--- src/design/assert_macros.svh ---
// Assertion macros shared by the printer modules.
// Depends on nothing; modules include it before their declaration.
`ifndef ASSERT_MACROS_SVH
`define ASSERT_MACROS_SVH

// Checked on every rising edge outside reset.
`define TSP_ASSERT(lbl, prop, msg) \
  lbl: assert property (@(posedge clk) disable iff (rst) prop) else $error(msg);

// Checked on every rising edge, reset included.
`define TSP_ASSERT_ALWAYS(lbl, prop, msg) \
  lbl: assert property (@(posedge clk) prop) else $error(msg);

`endif

--- src/design/tsp_pkg.sv ---
// Types and constants of the text stream tilemap printer.
// Used by the front queue, the back engine and the top level.
package tsp_pkg;

  localparam int ADDR_W = 10;

  // Stream codes.
  localparam logic [7:0] CODE_FIRST_CTRL = 8'hEE;
  localparam logic [7:0] CODE_END        = 8'hFF;
  localparam logic [7:0] CODE_NOP        = 8'hFB;
  localparam logic [7:0] CODE_POS        = 8'hFE;
  localparam logic [7:0] CODE_CENTRE     = 8'hFC;
  localparam logic [7:0] CODE_ATTR       = 8'hF9;
  localparam logic [7:0] CODE_OBJ        = 8'hEF;
  localparam logic [7:0] CHAR_QUOTE      = 8'h60;
  localparam logic [7:0] CHAR_QUOTE_MAP  = 8'h5F;
  localparam logic [7:0] CHAR_HIGH       = 8'h8C;
  localparam logic [7:0] CHAR_HIGH_MAP   = 8'h3F;

  // Tile constants.
  localparam logic [15:0] BANK_NORMAL   = 16'h2000;
  localparam logic [15:0] BANK_SPECIAL  = 16'h6000;
  localparam logic [15:0] SMALL_BASE    = 16'h009F;
  localparam logic [15:0] SMALL_LOWER   = 16'h003C;
  localparam logic [15:0] BIG_LOWER     = 16'h0050;
  localparam logic [15:0] BIG_LOWER_R   = 16'h0051;
  localparam logic [15:0] TILE_SP_A     = 16'h00A4;
  localparam logic [15:0] TILE_SP_B     = 16'h00DA;
  localparam logic [6:0]  SMALL_SP_A    = 7'h64;
  localparam logic [6:0]  SMALL_SP_B    = 7'h65;
  localparam logic [7:0]  CENTRE_BUDGET = 8'd33;

  // Result kinds.
  localparam logic [1:0] KIND_TILE  = 2'd0;
  localparam logic [1:0] KIND_OBJ   = 2'd1;
  localparam logic [1:0] KIND_END   = 2'd2;
  localparam logic [1:0] KIND_ERROR = 2'd3;

  typedef struct packed {
    logic       func;
    logic [7:0] data_byte;
    logic [7:0] table_index;
  } item_t;

  typedef struct packed {
    logic [1:0]        kind;
    logic [ADDR_W-1:0] map_address;
    logic [15:0]       map_word;
    logic [2:0]        object_number;
    logic [15:0]       object_position;
    logic              last;
  } result_t;

  // Classified request passed from the front to the back.
  typedef struct packed {
    logic       is_load;
    logic [7:0] data_byte;
    logic [7:0] table_index;
  } job_t;

  typedef enum logic [6:0] {
    PH_TEXT = 7'b0000001,
    PH_COL  = 7'b0000010,
    PH_ROW  = 7'b0000100,
    PH_CROW = 7'b0001000,
    PH_ATTR = 7'b0010000,
    PH_OBJ  = 7'b0100000,
    PH_SCAN = 7'b1000000
  } phase_t;

  typedef enum logic [5:0] {
    ST_IDLE = 6'b000001,
    ST_FEED = 6'b000010,
    ST_TILE = 6'b000100,
    ST_MRD  = 6'b001000,
    ST_MACC = 6'b010000,
    ST_FIN  = 6'b100000
  } eng_state_t;

  // Text byte remap ahead of the glyph lookup.
  function automatic logic [7:0] remap(input logic [7:0] b);
    logic [7:0] c;
    c = b;
    if (b == CHAR_QUOTE) c = CHAR_QUOTE_MAP;
    else if (b >= CHAR_HIGH) c = CHAR_HIGH_MAP;
    return c;
  endfunction

endpackage

--- src/design/text_stream_tilemap_printer.sv ---
// One request at a time in the engine: a table load writes the glyph table, and a glyph
// byte reads the glyph table and emits two tile results if small, four if big.
// A centring terminator first measures the buffered bytes (one glyph memory read each)
// before the buffered bytes are replayed.
// Reset (rst, synchronous) clears parsing state and queues; the glyph table is not cleared.
module text_stream_tilemap_printer import tsp_pkg::*; #(
  parameter int SCAN_DEPTH = 15
) (
  input  logic    clk,
  input  logic    rst,
  input  logic    item_valid,
  output logic    item_ready,
  input  item_t   item,
  output logic    result_valid,
  input  logic    result_ready,
  output result_t result
);

  logic job_valid;
  logic job_pop;
  job_t job;

  tsp_front u_front (
    .clk       (clk),
    .rst       (rst),
    .item_valid(item_valid),
    .item_ready(item_ready),
    .item      (item),
    .job_valid (job_valid),
    .job_pop   (job_pop),
    .job       (job)
  );

  tsp_back #(.SCAN_DEPTH(SCAN_DEPTH)) u_back (
    .clk         (clk),
    .rst         (rst),
    .job_valid   (job_valid),
    .job_pop     (job_pop),
    .job         (job),
    .result_valid(result_valid),
    .result_ready(result_ready),
    .result      (result)
  );

endmodule

--- src/design/tsp_ram.sv ---
// Generic single write port RAM with a registered read port.
// Depends on nothing.
module tsp_ram #(
  parameter int WIDTH = 8,
  parameter int DEPTH = 256
) (
  input  logic                     clk,
  input  logic                     we,
  input  logic [$clog2(DEPTH)-1:0] waddr,
  input  logic [WIDTH-1:0]         wdata,
  input  logic                     re,
  input  logic [$clog2(DEPTH)-1:0] raddr,
  output logic [WIDTH-1:0]         rdata
);

  logic [WIDTH-1:0] mem [DEPTH];

  // Write and registered read.
  always_ff @(posedge clk) begin
    if (we) mem[waddr] <= wdata;
    if (re) rdata <= mem[raddr];
  end

endmodule

--- src/design/tsp_front.sv ---
// Front part: accepts requests, classifies them and queues them for the engine.
// Depends on tsp_pkg and assert_macros.svh.
`include "assert_macros.svh"
module tsp_front import tsp_pkg::*; (
  input  logic  clk,
  input  logic  rst,
  input  logic  item_valid,
  output logic  item_ready,
  input  item_t item,
  output logic  job_valid,
  input  logic  job_pop,
  output job_t  job
);

  job_t       q [2];
  logic       wr_ptr;
  logic       rd_ptr;
  logic [1:0] count;
  logic       push;
  logic       pop;

  assign item_ready = (count != 2'd2);
  assign job_valid  = (count != 2'd0);
  assign job        = q[rd_ptr];
  assign push       = item_valid && item_ready;
  assign pop        = job_pop && job_valid;

  // Classified entry storage.
  always_ff @(posedge clk) begin
    if (push) begin
      q[wr_ptr].is_load     <= item.func;
      q[wr_ptr].data_byte   <= item.data_byte;
      q[wr_ptr].table_index <= item.table_index;
    end
  end

  // Pointers and fill count.
  always_ff @(posedge clk) begin
    if (rst) begin
      wr_ptr <= 1'b0;
      rd_ptr <= 1'b0;
      count  <= 2'd0;
    end else begin
      if (push) wr_ptr <= ~wr_ptr;
      if (pop) rd_ptr <= ~rd_ptr;
      count <= count + {1'b0, push} - {1'b0, pop};
    end
  end

  `TSP_ASSERT_ALWAYS(a_count_bound, rst || (count != 2'd3), "queue count beyond depth")
  `TSP_ASSERT(a_ptr_match, (count != 2'd1) |-> (wr_ptr == rd_ptr), "queue pointers apart")

endmodule

--- src/design/tsp_back.sv ---
// Back part: parses the stream, measures and replays centred text, emits results.
// Depends on tsp_pkg, tsp_ram and assert_macros.svh.
`include "assert_macros.svh"
module tsp_back import tsp_pkg::*; #(
  parameter int SCAN_DEPTH = 15
) (
  input  logic    clk,
  input  logic    rst,
  input  logic    job_valid,
  output logic    job_pop,
  input  job_t    job,
  output logic    result_valid,
  input  logic    result_ready,
  output result_t result
);

  localparam int CW = $clog2(SCAN_DEPTH + 2);
  localparam int IW = (SCAN_DEPTH > 1) ? $clog2(SCAN_DEPTH) : 1;
  localparam logic [CW-1:0] DEPTH_C = CW'(SCAN_DEPTH);

  eng_state_t state, state_next;
  phase_t     phase, phase_next;
  logic [15:0] cursor, cursor_next;
  logic [15:0] attr, attr_next;
  logic [7:0]  pend_col, pend_col_next;
  logic [7:0]  crow, crow_next;
  logic [7:0]  sbuf [SCAN_DEPTH];
  logic [CW-1:0] scnt, scnt_next;
  logic        sarg, sarg_next;
  logic [7:0]  cur_b, cur_b_next;
  logic        replay, replay_next;
  logic [CW-1:0] pos, pos_next;
  logic [CW-1:0] len, len_next;
  logic [7:0]  term_b, term_b_next;
  logic [CW-1:0] mi, mi_next;
  logic [CW-1:0] mend, mend_next;
  logic [7:0]  budget, budget_next;
  logic        m_replay, m_replay_next;
  logic [1:0]  tcnt, tcnt_next;
  logic        hold_v;
  result_t     hold;
  logic        out_v;
  result_t     out_r;
  logic        out_load;

  logic        can_emit, em_fire, flush, sb_we, adv, fin;
  result_t     em;
  logic        ram_we, ram_re;
  logic [7:0]  ram_waddr, ram_raddr, ram_wdata, ram_rdata;

  // Tile datapath signals.
  logic [6:0]  g_idx;
  logic [15:0] g_base, g_word;
  logic [9:0]  g_offs;
  logic [1:0]  g_last;
  logic [15:0] g_inc;
  logic [7:0]  m_byte;
  logic [CW-1:0] pos_inc;

  tsp_ram #(.WIDTH(8), .DEPTH(256)) u_glyph (
    .clk  (clk),
    .we   (ram_we),
    .waddr(ram_waddr),
    .wdata(ram_wdata),
    .re   (ram_re),
    .raddr(ram_raddr),
    .rdata(ram_rdata)
  );

  assign can_emit     = !hold_v || !out_v || result_ready;
  assign result_valid = out_v;
  assign result       = out_r;
  assign pos_inc      = pos + CW'(1);
  assign m_byte       = sbuf[mi[IW-1:0]];
  assign out_load     = (em_fire && hold_v) || flush;

  // Glyph tile word and offset for the current tile step.
  always_comb begin
    g_idx  = ram_rdata[6:0];
    g_base = '0;
    g_word = '0;
    g_offs = '0;
    g_last = 2'd1;
    g_inc  = 16'd1;
    if (ram_rdata[7]) begin
      if (g_idx == SMALL_SP_A) g_base = TILE_SP_A | attr | BANK_SPECIAL;
      else if (g_idx == SMALL_SP_B) g_base = TILE_SP_B | attr | BANK_NORMAL;
      else g_base = ({9'd0, g_idx} + SMALL_BASE) | attr | BANK_NORMAL;
      if (tcnt[0]) begin
        g_offs = 10'd32;
        g_word = (g_idx == SMALL_SP_B) ? g_base : g_base + SMALL_LOWER;
      end else begin
        g_word = g_base;
      end
    end else begin
      g_base = {7'd0, ram_rdata, 1'b0} | attr | BANK_NORMAL;
      g_last = 2'd3;
      g_inc  = 16'd2;
      case (tcnt)
        2'd0: begin
          g_offs = 10'd0;
          g_word = g_base;
        end
        2'd1: begin
          g_offs = 10'd1;
          g_word = g_base + 16'd1;
        end
        2'd2: begin
          g_offs = 10'd32;
          g_word = g_base + BIG_LOWER;
        end
        default: begin
          g_offs = 10'd33;
          g_word = g_base + BIG_LOWER_R;
        end
      endcase
    end
  end

  // Engine sequencing.
  always_comb begin
    state_next    = state;
    phase_next    = phase;
    cursor_next   = cursor;
    attr_next     = attr;
    pend_col_next = pend_col;
    crow_next     = crow;
    scnt_next     = scnt;
    sarg_next     = sarg;
    cur_b_next    = cur_b;
    replay_next   = replay;
    pos_next      = pos;
    len_next      = len;
    term_b_next   = term_b;
    mi_next       = mi;
    mend_next     = mend;
    budget_next   = budget;
    m_replay_next = m_replay;
    tcnt_next     = tcnt;
    job_pop   = 1'b0;
    ram_we    = 1'b0;
    ram_waddr = job.table_index;
    ram_wdata = job.data_byte;
    ram_re    = 1'b0;
    ram_raddr = remap(cur_b);
    em_fire   = 1'b0;
    em        = '0;
    sb_we     = 1'b0;
    adv       = 1'b0;
    fin       = 1'b0;
    flush     = 1'b0;

    case (state)
      ST_IDLE: begin
        if (job_valid) begin
          job_pop = 1'b1;
          if (job.is_load) begin
            ram_we = 1'b1;
          end else begin
            cur_b_next  = job.data_byte;
            replay_next = 1'b0;
            state_next  = ST_FEED;
          end
        end
      end

      ST_FEED: begin
        if (can_emit) begin
          case (phase)
            PH_COL: begin
              pend_col_next = cur_b;
              phase_next    = PH_ROW;
              adv           = 1'b1;
            end
            PH_ROW: begin
              cursor_next = {3'd0, cur_b, 5'd0} + {8'd0, pend_col};
              phase_next  = PH_TEXT;
              adv         = 1'b1;
            end
            PH_CROW: begin
              crow_next = cur_b;
              if (replay && pos != len) begin
                phase_next    = PH_TEXT;
                mi_next       = pos_inc;
                mend_next     = len;
                budget_next   = CENTRE_BUDGET;
                m_replay_next = 1'b0;
                state_next    = ST_MRD;
              end else begin
                scnt_next  = '0;
                sarg_next  = 1'b0;
                phase_next = PH_SCAN;
                adv        = 1'b1;
              end
            end
            PH_ATTR: begin
              attr_next  = {cur_b[5:0], 10'd0};
              phase_next = PH_TEXT;
              adv        = 1'b1;
            end
            PH_OBJ: begin
              em_fire            = 1'b1;
              em.kind            = KIND_OBJ;
              em.object_number   = cur_b[2:0];
              em.object_position = cursor;
              phase_next         = PH_TEXT;
              adv                = 1'b1;
            end
            PH_SCAN: begin
              if (!sarg && (cur_b == CODE_END || cur_b == CODE_NOP)) begin
                // Terminator: measure the buffered bytes, then replay them.
                phase_next    = PH_TEXT;
                len_next      = scnt;
                term_b_next   = cur_b;
                scnt_next     = '0;
                mi_next       = '0;
                mend_next     = scnt;
                budget_next   = CENTRE_BUDGET;
                m_replay_next = 1'b1;
                state_next    = ST_MRD;
              end else if (scnt >= DEPTH_C) begin
                em_fire     = 1'b1;
                em.kind     = KIND_ERROR;
                phase_next  = PH_TEXT;
                scnt_next   = '0;
                sarg_next   = 1'b0;
                replay_next = 1'b0;
                fin         = 1'b1;
              end else begin
                sb_we     = 1'b1;
                scnt_next = scnt + CW'(1);
                sarg_next = sarg ? 1'b0 : (cur_b == CODE_OBJ);
                adv       = 1'b1;
              end
            end
            default: begin
              phase_next = PH_TEXT;
              if (cur_b < CODE_FIRST_CTRL) begin
                ram_re     = 1'b1;
                tcnt_next  = '0;
                state_next = ST_TILE;
              end else if (cur_b == CODE_END) begin
                em_fire = 1'b1;
                em.kind = KIND_END;
                adv     = 1'b1;
              end else if (cur_b == CODE_NOP) begin
                adv = 1'b1;
              end else if (cur_b == CODE_POS) begin
                phase_next = PH_COL;
                adv        = 1'b1;
              end else if (cur_b == CODE_CENTRE) begin
                phase_next = PH_CROW;
                adv        = 1'b1;
              end else if (cur_b == CODE_ATTR) begin
                phase_next = PH_ATTR;
                adv        = 1'b1;
              end else if (cur_b == CODE_OBJ) begin
                phase_next = PH_OBJ;
                adv        = 1'b1;
              end else begin
                em_fire     = 1'b1;
                em.kind     = KIND_ERROR;
                scnt_next   = '0;
                sarg_next   = 1'b0;
                replay_next = 1'b0;
                fin         = 1'b1;
              end
            end
          endcase
        end
      end

      ST_TILE: begin
        if (can_emit) begin
          em_fire        = 1'b1;
          em.kind        = KIND_TILE;
          em.map_address = cursor[ADDR_W-1:0] + g_offs;
          em.map_word    = g_word;
          if (tcnt == g_last) begin
            cursor_next = cursor + g_inc;
            adv         = 1'b1;
          end else begin
            tcnt_next = tcnt + 2'd1;
          end
        end
      end

      ST_MRD: begin
        ram_raddr = m_byte;
        if (mi >= mend || m_byte == CODE_END || m_byte == CODE_NOP) begin
          cursor_next = {3'd0, crow, 5'd0} + {9'd0, budget[7:1]};
          if (m_replay) begin
            replay_next = 1'b1;
            pos_next    = '0;
            cur_b_next  = (len != '0) ? sbuf[0] : term_b;
            state_next  = ST_FEED;
          end else begin
            adv = 1'b1;
          end
        end else if (m_byte == CODE_OBJ) begin
          mi_next = mi + CW'(2);
        end else begin
          ram_re     = 1'b1;
          state_next = ST_MACC;
        end
      end

      ST_MACC: begin
        budget_next = budget - (ram_rdata[7] ? 8'd1 : 8'd2);
        mi_next     = mi + CW'(1);
        state_next  = ST_MRD;
      end

      ST_FIN: begin
        if (!hold_v) begin
          state_next = ST_IDLE;
        end else if (!out_v || result_ready) begin
          flush      = 1'b1;
          state_next = ST_IDLE;
        end
      end

      default: begin
        state_next = ST_IDLE;
      end
    endcase

    // Step to the next replayed byte, or finish the request.
    if (adv) begin
      if (replay && pos != len) begin
        pos_next   = pos_inc;
        cur_b_next = (pos_inc < len) ? sbuf[pos_inc[IW-1:0]] : term_b;
        state_next = ST_FEED;
      end else begin
        fin = 1'b1;
      end
    end
    if (fin) state_next = ST_FIN;
  end

  // Control registers.
  always_ff @(posedge clk) begin
    if (rst) begin
      state    <= ST_IDLE;
      phase    <= PH_TEXT;
      cursor   <= '0;
      attr     <= '0;
      pend_col <= '0;
      crow     <= '0;
      scnt     <= '0;
      sarg     <= 1'b0;
      replay   <= 1'b0;
      pos      <= '0;
      len      <= '0;
      mi       <= '0;
      mend     <= '0;
      m_replay <= 1'b0;
      tcnt     <= '0;
    end else begin
      state    <= state_next;
      phase    <= phase_next;
      cursor   <= cursor_next;
      attr     <= attr_next;
      pend_col <= pend_col_next;
      crow     <= crow_next;
      scnt     <= scnt_next;
      sarg     <= sarg_next;
      replay   <= replay_next;
      pos      <= pos_next;
      len      <= len_next;
      mi       <= mi_next;
      mend     <= mend_next;
      m_replay <= m_replay_next;
      tcnt     <= tcnt_next;
    end
  end

  // Payload registers.
  always_ff @(posedge clk) begin
    cur_b  <= cur_b_next;
    term_b <= term_b_next;
    budget <= budget_next;
    if (sb_we) sbuf[scnt[IW-1:0]] <= cur_b;
  end

  // Hold stage keeps the newest result until it is known whether it is the last.
  always_ff @(posedge clk) begin
    if (rst) begin
      hold_v <= 1'b0;
      out_v  <= 1'b0;
    end else begin
      if (out_load) out_v <= 1'b1;
      else if (result_ready) out_v <= 1'b0;
      if (em_fire) begin
        hold   <= em;
        hold_v <= 1'b1;
      end else if (flush) begin
        hold_v <= 1'b0;
      end
    end
  end

  // Output register; a flush marks the held result as the last of its request.
  always_ff @(posedge clk) begin
    if (out_load) out_r <= {hold[$bits(result_t)-1:1], flush};
  end

  `TSP_ASSERT(a_idle_no_hold, (state == ST_IDLE) |-> !hold_v, "result held while idle")
  `TSP_ASSERT(a_scan_bound, scnt <= DEPTH_C, "scan count beyond buffer depth")
  `TSP_ASSERT(a_replay_pos, replay |-> (pos <= len), "replay position past terminator")
  `TSP_ASSERT(a_emit_room, em_fire |-> can_emit, "result produced with no room")

endmodule
--- config.mk ---
export PLATFORM = sky130hd
export DESIGN_NAME = text_stream_tilemap_printer
export DESIGN_NICKNAME = d
export VERILOG_FILES = /design/src/design/tsp_pkg.sv /design/src/design/text_stream_tilemap_printer.sv /design/src/design/tsp_ram.sv /design/src/design/tsp_front.sv /design/src/design/tsp_back.sv
export VERILOG_INCLUDE_DIRS = /design/src /design/src/design
export SDC_FILE = /design/constraint.sdc
export NUM_CORES = 2
export LEC_CHECK = 0
export BUFFER_PORTS_ARGS = -buffer_cell sky130_fd_sc_hd__buf_2
export CORE_MARGIN = 1
export CORE_UTILIZATION = 35
export DETAILED_ROUTE_END_ITERATION = 7
export PLACE_DENSITY = 0.49
export RECOVER_POWER = 50
export SYNTH_ARGS = -nofsm -noshare
export SYNTH_HDL_FRONTEND = slang
export SYNTH_HIERARCHICAL = 1
export SYNTH_SLANG_ARGS = --single-unit
--- constraint.sdc ---
create_clock -name clk -period 16.4 [get_ports clk]
set_input_delay 1.64 -clock clk [delete_from_list [all_inputs] [get_ports clk]]
set_output_delay 1.64 -clock clk [all_outputs]
set_load 0.005 [all_outputs]
# Yosys cells after proc, flatten, opt, wreduce, memory -nomap -nowiden

Memories as Yosys holds them, arrays and structs flattened. A register that Yosys moved wholly into a read port is not among the register bits.
Cells that the tools add are included.

$add $sub $neg: 17
Multiply operators: 0
Div/mod/pow operators: 0
Magnitude comparators: 5
Eq/ne operators: 67
Shift-type cells: 0
Mux-type cells: 199
Bitwise gates (word level): 6
Reductions and logical operators: 48

Operators by type and width:

| cell                                           | count |
|---|---|
| 2-to-1 mux 16 bit                              | 11 |
| 2-to-1 mux 8 bit                               | 14 |
| 2-to-1 mux 5 bit                               | 22 |
| 2-to-1 mux 6 bit                               | 16 |
| case mux 16 bit (3 select lines)               | 2 |
| 2-to-1 mux 1 bit                               | 80 |
| equality test 8 bit (second input constant)    | 9 |
| 2-to-1 mux 7 bit                               | 9 |
| != test 3 bit (second input constant)          | 16 |
| case mux 8 bit (2 select lines)                | 3 |
| 2-to-1 mux 2 bit                               | 18 |
| case mux 6 bit (3 select lines)                | 2 |
| case mux 6 bit (6 select lines)                | 1 |
| adder 16 x 7 -> 16 bit (second input constant) | 2 |
| case mux 5 bit (3 select lines)                | 2 |
| case mux 7 bit (4 select lines)                | 1 |
| equality test 7 bit (second input constant)    | 3 |
| != test 2 bit (second input constant)          | 10 |
| case mux 5 bit (2 select lines)                | 2 |
| != test 2 x 1 -> 1 bit (second input constant) | 9 |
| adder 16 x 1 -> 16 bit (second input constant) | 1 |
| adder 16 bit                                   | 1 |
| adder 16 x 6 -> 16 bit (second input constant) | 1 |
| OR 16 bit                                      | 1 |
| other kinds (62)                               | 106 |

Flip-flop bits (word level): 206
Bits in latches: 0
Bits in writable memories: 2202
ROM bits: 0
Input bits: 21
Output and inout port bits: 50
Word-level logic and storage cells: 380
Memories: 3

Memories:

| name               | words | bits a word | read ports | clocked after Yosys merged registers in | write ports | RTL line        | source |
|---|---|---|---|---|---|---|---|
| u_back.u_glyph.mem | 256   | 8           | 1          | 1                                       | 1           | tsp_ram.sv:16   | `logic [WIDTH-1:0] mem [DEPTH];` |
| u_back.sbuf        | 15    | 8           | 3          | 1                                       | 1           | tsp_back.sv:27  | `logic [7:0] sbuf [SCAN_DEPTH];` |
| u_front.q          | 2     | 17          | 1          | 1                                       | 1           | tsp_front.sv:15 | `job_t q [2];` |

# Depth between registers and ports, before layout

Depth after elaboration: 14
Gate-level depth with buffers: 19

# By module

Netlist, hierarchy kept.

By module, submodules not included:

| module    | times used | cells an instance | area an instance (um^2) | seq. area each (um^2) |
|---|---|---|---|---|
| tsp_ram   | 1          | 3706              | 79312.3                 | 61739.2 |
| tsp_back  | 1          | 1391              | 16279.4                 | 8818.5 |
| tsp_front | 1          | 77                | 1510.2                  | 1121.1 |

# Worst setup path before layout

Ideal clock, no wire load.

Path kind: input-to-reg
Start: input result_ready
End: register u_back.out_r, in the netlist u_back/result[0] (enable)
Arrival: 6080 ps
Data required time: 15880 ps
Setup slack: 9800 ps
Stages: 8
Path buffers: 1
Path through: nand2b_1 > or2_2 > nand2_1 > nor3_1 > and3b_1 > clkbuf_1 > nor3_1 > o21ai_0

Longest elaborated chain between the ends: 5
Elaborated cells between the ends (all ways): 10
Those cells by class: 6 x mux; 4 x reduce/logical

RTL lines:

| what                                                                | RTL line                                          | source |
|---|---|---|
| start: declaration                                                  | text_stream_tilemap_printer.sv:15                 | `input logic result_ready,` |
| logical OR 1 bit, on equally long branches                          | tsp_back.sv:70, tsp_back.sv:317                   |  |
| 2-to-1 mux 1 bit, on equally long branches                          | tsp_back.sv:274, tsp_back.sv:168, tsp_back.sv:317 |  |
| case mux 1 bit (2 select lines) or 2-to-1 mux 1 bit (tied branches) | tsp_back.sv:153, tsp_back.sv:315                  |  |
| logical AND 1 bit or 2-to-1 mux 1 bit (tied branches)               | tsp_back.sv:75, tsp_back.sv:153                   |  |
| logical OR 1 bit *                                                  | tsp_back.sv:75                                    | `assign out_load = (em_fire && hold_v) \|\| flush;` |
| named net u_back.out_load                                           | tsp_back.sv:44                                    | `logic out_load;` |
| end signal: assignment                                              | tsp_back.sv:405                                   | `if (out_load) out_r <= {hold[$bits(result_t)-1:1], flush};` |
| end: declaration                                                    | tsp_back.sv:43                                    | `result_t out_r;` |

Mark *: on every way through the listed nets, which the timed path passes. The rest lies on a longest branch.
A chain may end at the register's enable or synchronous reset.

==> impl_metrics.toml <==
[floorplan]
ios = 71
row_count = 193
coreArea_sq_um = 276000
initial_core_util_pct = 35.1
fp.dieArea_sq_um = 280000
die_y_um = 529
die_w_um = 529

[placement]
finalWeightedCongestion = 0.815
placed_area_sq_um = 102000
port_buffers = 70
dpl.hpwl_um = 162000

[grt]
grt_pass1_vias = 51100
grt_usage_pct = 18.9
antenna_found_initial = 16
grt_max_degree = 165
overflow = 0
grt_pass1_wl_um = 382000

[layout]
final_cell_mix = "edfxtp_1 (2321), mux4_2 (505), nor2_1 (423)"
multi_input_area_sq_um = 23700
mostFrequentLayoutCell = "edfxtp_1"
drive_above_1_share_pct = 19.8
num-fill-cells = 24900
syn2layout_area_growth_pct = 13.2
final_area_sq_um = 110000
nNetsFinal = 5405
seqCellArea_sq_um = 71700

[worst_setup_path]
reg2reg_slack_ns = 5.90
end_kind = "flop"
worstSetupPathType = "reg -> reg"
endpoint = "u_back/u_glyph/mem[23][2]"
ff2ff_path_depth = 2
path_depth = 2
worstPathCellList = "mux2_1 -> clkbuf_1"
critPathArrivalTime_ns = 10.01
critPathSlowestCell = "clkbuf_1"
cp_top_family = "buffers and inverters"
path_buf_inv = 1
worstReg2RegEnd = "u_back/u_glyph/mem[23][2]"
required_ns = 15.91
start_kind = "flop"
slowest_delay_ns = 5.70
cp_max_fo = 164

[worst_hold_path]
hp-class = "reg -> reg"

[synth]
synth_cell_types = 92
yosys_warnings = 6
synth_ff_type = "edfxtp_1"
seq_area_frac_synth_pct = 73.8
synth.avg_cell_area_sq_um = 18.8
synthesis.area_sq_um = 97100
synth_nets = 5241
synth_enable_flop_cells = 2321
ys_ff_latch = 2420
netlist_instances = 5174
async_flop_share_pct = 0

[power_and_ir_drop]
power.internal_mw = 13.1
swShare_pct = 32.7
p_comb_share_pct = 31.3
p_leak_nw = 34.1
seq_power_share_pct = 38.5
total_power_mw = 19.5
power-per-cell-area_nw_per_um2 = 177
power_switching_mw = 6.37
power_frac_clock_pct = 30.2
peakVddDrop_mv = 0.171

[route]
avgViaCountPerCell = 5.51
drc_errors = 0
dr_total_vias = 50800
drt_iter0_markers = 5122
drt-total-wl_um = 267000
drtAntennaViolNets = 0
firstDrtPassIters = 6
wl_per_cell_um = 28.9

[clocking]
cts.repair.resized = 0
clock_sinks = 2420
post_cts_buffers = 0
clk_pin_slew_worst_paths_ns = 0.06
postCtsHoldBufs = 0
clock-root-buffer = "clkbuf_16"
cts_tree = "built"
cts_inserted_buffers = 280
htreeDepth = 5
clock_path_buffers = 4
worstSkewPairLatency_ns = 0.93

[sta]
max-slew-margin-rel_pct = -428
grt_setup_unrepaired = "false"
fmax_mhz = 95.2
final.min_clock_period_ns = 10.50
clock_skew_ns = 0.0483
finalHoldViolCount = 0
finalSetupTns_ns = 0
finalSetupViolations = 0
whs_ns = 0.412
min_period_over_period_pct = 64.0
worst_pin_slew_ns = 7.91
maxSlewViolCount = 2222

[outcome]
outcome = "finished with violations"
violations = "capacitance limit, slew limit"

[flow_run]
max_cap_viol_count = 27
kinds of logic (layout without fill, tap and decap cells):
| family | count (synthesis) | in the layout | share of synthesized area, % |
|---|---|---|---|
| flops | 2420 | 2420 | 73.8 |
| buf+inv | 366 | 717 | 1.93 |
| fa+ha+maj | 46 | 46 | 0.624 |
| simple gates | 883 | 883 | 4.17 |
| compound gates | 677 | 677 | 4.79 |
| mux | 725 | 725 | 14.2 |
| other cells | 1 | 6 | 0.00386 |
| xor+xnor | 56 | 56 | 0.505 |
power groups by stage:
stage / Sequential (mW) / Combinational, mW / Clock, mW
4_1_cts: 7.40 / 6.23 / 6.05
2_1_floorplan: 7.53 / 4.04 / 0
5_1_grt: 7.53 / 6.44 / 6.27
3_3_place_gp: 7.53 / 6.21 / 0
6_report: 7.51 / 6.10 / 5.90
3_5_place_dp: 7.53 / 6.22 / 0
routing by layer:
metal | track usage, % | routed length (um) | up-vias
met5 | 0 | 34 | -
met2 | 30.1 | 127000 | 1610
met1 | 27.1 | 119000 | 27400
met3 | 3.26 | 15800 | 338
li1 | - | - | 21500
met4 | 4.21 | 5030 | 6
state kept, by name, summed over array words and instances, names as in the netlist, 6 cells and up, named ones only:
name,flops
u_back/phase,7
u_back/hold,47
u_back/state,6
u_back/cursor,16
u_back/term_b,8
u_back/u_glyph/rdata,8
u_back/budget,8
u_back/result,48
u_back/u_glyph/mem,2048
u_back/cur_b,8
u_front/q,34
u_back/crow,8
u_back/sbuf,120
u_back/pend_col,8
synth_stat cells, types with 27 or more instances:
library cell / instances / share of area, %
xnor2_1: 31 / 0.28
o221ai_1: 34 / 0.31
buf_4: 40 / 0.31
a21oi_1: 178 / 0.92
clkbuf_1: 180 / 0.70
nor3_1: 41 / 0.21
nor4_1: 40 / 0.26
nand3_1: 55 / 0.28
a211oi_1: 33 / 0.26
a22oi_1: 192 / 1.5
nand2_1: 143 / 0.55
o21ai_0: 55 / 0.28
inv_1: 50 / 0.19
buf_1: 32 / 0.12
nor2b_1: 32 / 0.21
buf_2: 30 / 0.15
nand2b_1: 27 / 0.17
nor2_1: 428 / 1.7
mux2_2: 34 / 0.39
mux4_2: 505 / 12
mux2i_1: 164 / 1.7
o22ai_1: 32 / 0.21
dfxtp_1: 99 / 2.0
edfxtp_1: 2321 / 72
ha_1: 42 / 0.54
final cells by class:
type / count / area share [%]
Clock inverter: 131 / 1.03
Antenna cell: 5 / 0.0114
Tap cell: 3705 / 4.22
Timing Repair Buffer: 198 / 1.07
Sequential cell: 2420 / 65.2
Inverter: 50 / 0.171
Clock buffer: 338 / 6.74
Multi-Input combinational cell: 2388 / 21.6
through the flow:
step                      std cells  util, %  setup WS, ns
after floorplan                5174        -          9.80
after global placement         8758     36.8          9.30
after detailed placement       8761     36.8          9.37
after CTS                      9230     39.9          9.41
after global routing           9232     39.8          5.06
final                          9235     39.8          5.90
worst min-delay path by stage:
stage          slack (ns)       startpoint                 to  cells after the start
3_5_place_dp         0.40  u_back/hold[18]  u_back/result[18]                      0
5_1_grt              0.42  u_back/hold[36]  u_back/result[36]                      0
6_report             0.41  u_back/hold[18]  u_back/result[18]                      0
4_1_cts              0.41  u_back/hold[18]  u_back/result[18]                      0
2_1_floorplan        0.40  u_back/hold[10]  u_back/result[10]                      0
3_3_place_gp         0.40  u_back/hold[29]  u_back/result[29]                      0
Note: power is estimated with default switching activity, not from simulation.
